`config.mk`:
```
export PLATFORM = sky130hd
export DESIGN_NAME = lpct_div
export DESIGN_NICKNAME = d
export VERILOG_FILES = /design/src/rtl/lpct_div.sv
export SDC_FILE = /design/constraint.sdc
export NUM_CORES = 1
export LEC_CHECK = 0
export BUFFER_PORTS_ARGS = -buffer_cell sky130_fd_sc_hd__buf_2
export CAP_MARGIN = 5
export CORE_UTILIZATION = 30
export CTS_CLUSTER_DIAMETER = 120
export DETAILED_ROUTE_END_ITERATION = 6
export GPL_TIMING_DRIVEN = 0
export PLACE_DENSITY = 0.46
export SLEW_MARGIN = 20
export SYNTH_ARGS = -nofsm -noshare
export SYNTH_HDL_FRONTEND = slang
export SYNTH_SLANG_ARGS = --single-unit
export TNS_END_PERCENT = 10
```
`constraint.sdc`:
```
create_clock -name clk -period 6.6 [get_ports clk]
set_clock_uncertainty 0.15 [all_clocks]
set_input_delay 0.99 -clock clk [delete_from_list [all_inputs] [get_ports clk]]
set_output_delay 0.99 -clock clk [all_outputs]
set_load 0.005 [all_outputs]
```
`src/rtl/lpct_div.sv`:
```
// Iterative signed divider for the running mean, truncating toward zero.
module lpct_div (
	input logic clk,
	input logic arst_n,
	input logic start,
	input logic signed [25:0] num,
	input logic [9:0] den,
	output logic done,
	output logic signed [15:0] quo
);
	logic [25:0] mag_q;
	logic [9:0] rem_q;
	logic [4:0] cnt_q;
	logic neg_q;
	logic busy_q;
	logic [10:0] trial;
	logic [25:0] qmag;

	assign trial = {rem_q, mag_q[25]};
	assign qmag = neg_q ? (~mag_q + 26'd1) : mag_q;
	assign quo = qmag[15:0];

	always_ff @(posedge clk or negedge arst_n) begin
		if (!arst_n) begin
			busy_q <= 1'b0;
			done <= 1'b0;
			cnt_q <= '0;
		end else begin
			done <= 1'b0;
			if (start) begin
				busy_q <= 1'b1;
				cnt_q <= 5'd26;
			end else if (busy_q) begin
				cnt_q <= cnt_q - 5'd1;
				if (cnt_q == 5'd1) begin
					busy_q <= 1'b0;
					done <= 1'b1;
				end
			end
		end
	end

	// Restoring division, one quotient bit per cycle.
	always_ff @(posedge clk) begin
		if (start) begin
			neg_q <= num[25];
			mag_q <= num[25] ? 26'(-num) : 26'(num);
			rem_q <= '0;
		end else if (busy_q) begin
			if (trial >= {1'b0, den}) begin
				rem_q <= 10'(trial - {1'b0, den});
				mag_q <= {mag_q[24:0], 1'b1};
			end else begin
				rem_q <= trial[9:0];
				mag_q <= {mag_q[24:0], 1'b0};
			end
		end
	end
endmodule

```
==> flow_metrics.env <==
export IMPL_outcome="finished, final reports clean"
export IMPL_tightestPinTransition_ns=0.7183
export IMPL_drc=0
export IMPL_synth_area_leaders="edfxtp_1, xor2_1, dfxtp_1"
export IMPL_grt_ovfl_total=0
export IMPL_synthTopCellsByCount="nor2_1, a21oi_1, edfxtp_1, xor2_1, nand2_1"
export IMPL_grt_start_max_net_pins=27
export IMPL_holdCritPathClass="input pin to async pin"
export IMPL_cts_made_buffers=5
export IMPL_rsz0062_at_grt="no"
export IMPL_dieArea_mm2=0.01145
export IMPL_vias=2830
export IMPL_ys_ff_latch=44
export IMPL_syn_area_per_cell_um2=9.085
export IMPL_antenna_cells=0
export IMPL_period_share=0.5486
export IMPL_place_ws_ns=3.223
export IMPL_seq_area_frac_synth=0.3587
export IMPL_yosysWarnings=0
export IMPL_cts_setup_buffers=0
export IMPL_port_buffers=55
export IMPL_cap_violations=0
export IMPL_critPathCaptureType="output port"
export IMPL_ys_flop_type="edfxtp_1"
export IMPL_clock_sinks=44
export IMPL_nets=480
export IMPL_post_dp_hpwl_um=6352
export IMPL_synth_async_reset_ratio=0.1591
export IMPL_clk_pin_slew_worst_paths_ns=0.10
export IMPL_finalSetupViolCount=0
export IMPL_fin_crit_ns=3.621
export IMPL_p_per_area_mw_per_mm2=272.7
export IMPL_rr_startpoint="rem_q[4]"
export IMPL_fp_row_count=37
export IMPL_drt_pre_antenna_iters=4
export IMPL_die_height_um=107.0
export IMPL_r2r_end="mag_q[0]"
export IMPL_core_area_mm2=0.01051
export IMPL_worstPathRequired_ns=5.46
export IMPL_area_delta_synth_final_pct=16.91
export IMPL_fin_ws_ns=2.979
export IMPL_die_w_um=107.0
export IMPL_slew_headroom=0.5211
export IMPL_crit_fanout=4
export IMPL_start_util=0.3147
export IMPL_cts_resized=0
export IMPL_synth_area_mm2=0.003307
export IMPL_insertion_delay_ns=0.31
export IMPL_cts_tree="built"
export IMPL_layout_drive_gt1_share=0.1991
export IMPL_gp_congestion=0.7856
export IMPL_via_per_inst=5.027
export IMPL_cts_htree_levels=2
export IMPL_synth_top_area_cell="edfxtp_1"
export IMPL_yosysMostFrequentCell="nor2_1"
export IMPL_cts_buffer_depth=2
export IMPL_worstPathArrival_ns=2.48
export IMPL_finalInstanceArea_mm2=0.003866
export IMPL_synthCells=364
export IMPL_crit_type="flop to output port"
export IMPL_setup_tns_ns=0
export IMPL_synth_net_count=418
export IMPL_synth_distinct_cells=56
export IMPL_grt_use_total=0.1530
export IMPL_dr_first_iter_drc_count=140
export IMPL_crit_path_start_kind="flop"
export IMPL_grt_pass1_vias=2801
export IMPL_synth_edf_count=27
export IMPL_synth_top_area_share=0.2452
export IMPL_ir_worst_vdd_v=0.00008875
export IMPL_ant_nets=0
export IMPL_placed_cell_area_mm2=0.003752
export IMPL_leakagePower_nw=1.605
export IMPL_rrSetupSlack_ns=4.00
export IMPL_antenna_found_initial=0
export IMPL_nFillCells=1096
export IMPL_r2r_cells=8
export IMPL_hold_buffers=0
export IMPL_ctsRootBufferMaster="clkbuf_8"
export IMPL_report_final_hold_viol_count=0
export IMPL_wl_per_cell_um=14.71
export IMPL_grt_first_pass_wirelength_um=13830
export IMPL_final_max_slew_viol_count=0
export IMPL_fmax_mhz=276.2
export IMPL_wl_um=8279
export IMPL_utilization=0.3679
export IMPL_io_pins=56
-- layout make-up --
| cell class | count | area (µm²) | area share |
|---|---|---|---|
| sequential | 44 | 1186 | 0.3068 |
| clock buffer | 5 | 68.82 | 0.01780 |
| multi-input combinational | 279 | 1954 | 0.5055 |
| tap | 136 | 170.2 | 0.04401 |
| timing repair buffer | 55 | 275.3 | 0.07120 |
| clock inverter | 3 | 42.54 | 0.01100 |
| buffer | 21 | 93.84 | 0.02427 |
| inverter | 20 | 75.07 | 0.01942 |
-- kinds of logic after synthesis --
kind of cell | after synthesis | share of synthesized area
buffers and inverters | 41 | 0.05108
multiplexers | 3 | 0.009081
adder cells (fa/ha/maj) | 15 | 0.05902
flip-flops | 44 | 0.3587
XOR/XNOR | 46 | 0.1218
AO/OA/AOI/OAI | 96 | 0.2160
AND/OR/NAND/NOR | 119 | 0.1843
-- power breakdown --
group / internal (W) / switching (W) / leakage, nW
sequential: 0.000351 / 0.0000486 / 0.436
clock: 0.000112 / 0.0000976 / 0.0558
combinational: 0.000204 / 0.000241 / 1.11
-- layer usage --
layer / global-route usage / routed length (µm) / up-vias
met5: 0 / 0 / -
li1: - / - / 1441
met3: 0.02492 / 375 / 6
met4: 0.03523 / 78 / 0
met2: 0.2705 / 3963 / 63
met1: 0.1941 / 3861 / 1320
-- worst max-delay path, stage by stage, from the launching register on --
cell      delay [ns]
edfxtp_1        0.45
inv_1           0.08
ha_1            0.16
nand2b_1        0.07
or4_1           0.46
or3_1           0.38
o31ai_1         0.28
xnor2_1         0.16
buf_2           0.13
-- how the worst max path moves through the flow --
stage | end | slack [ns] | cells after the start | start
5_1_grt | quo[12] | 2.79 | 8 | mag_q[0]
2_1_floorplan | mag_q[21] | 3.58 | 6 | num[6]
3_5_place_dp | mag_q[0] | 3.22 | 10 | den[5]
6_report | quo[12] | 2.98 | 8 | mag_q[0]
4_1_cts | quo[12] | 2.95 | 8 | mag_q[0]
3_3_place_gp | mag_q[0] | 3.20 | 10 | den[5]
-- sequential cells by signal, summed over array words and instances (netlist names) --
| name | count |
|---|---|
| neg_q | 1 |
| busy_q | 1 |
| done | 1 |
| rem_q | 10 |
| cnt_q | 5 |
| mag_q | 26 |
-- cells in the final DEF, fill, tap and decap left out, types with 6 or more instances in the layout --
cell      count
dfrtp_1       7
nand2b_1      6
xnor2_1      19
ha_1         14
nor2_1       43
nor2b_1       6
o21ai_0       9
o31ai_2       7
clkbuf_1     13
a211oi_1      6
a21oi_1      31
dfxtp_1      10
xor2_1       27
and3_1        7
nand2_1      21
o31ai_1       9
inv_1        20
edfxtp_1     27
buf_2        58
-- stage by stage --
stage / cells / total power, W / hold slack, ns
after floorplan: 364 / 0.0007201 / 0.3200
after global placement: 555 / 0.0008487 / 0.3514
after detailed placement: 555 / 0.0008521 / 0.3571
after CTS: 563 / 0.001066 / 0.3567
after global routing: 563 / 0.001141 / 0.3537
final: 563 / 0.001054 / 0.3591
(Power assumes the default switching activity.)
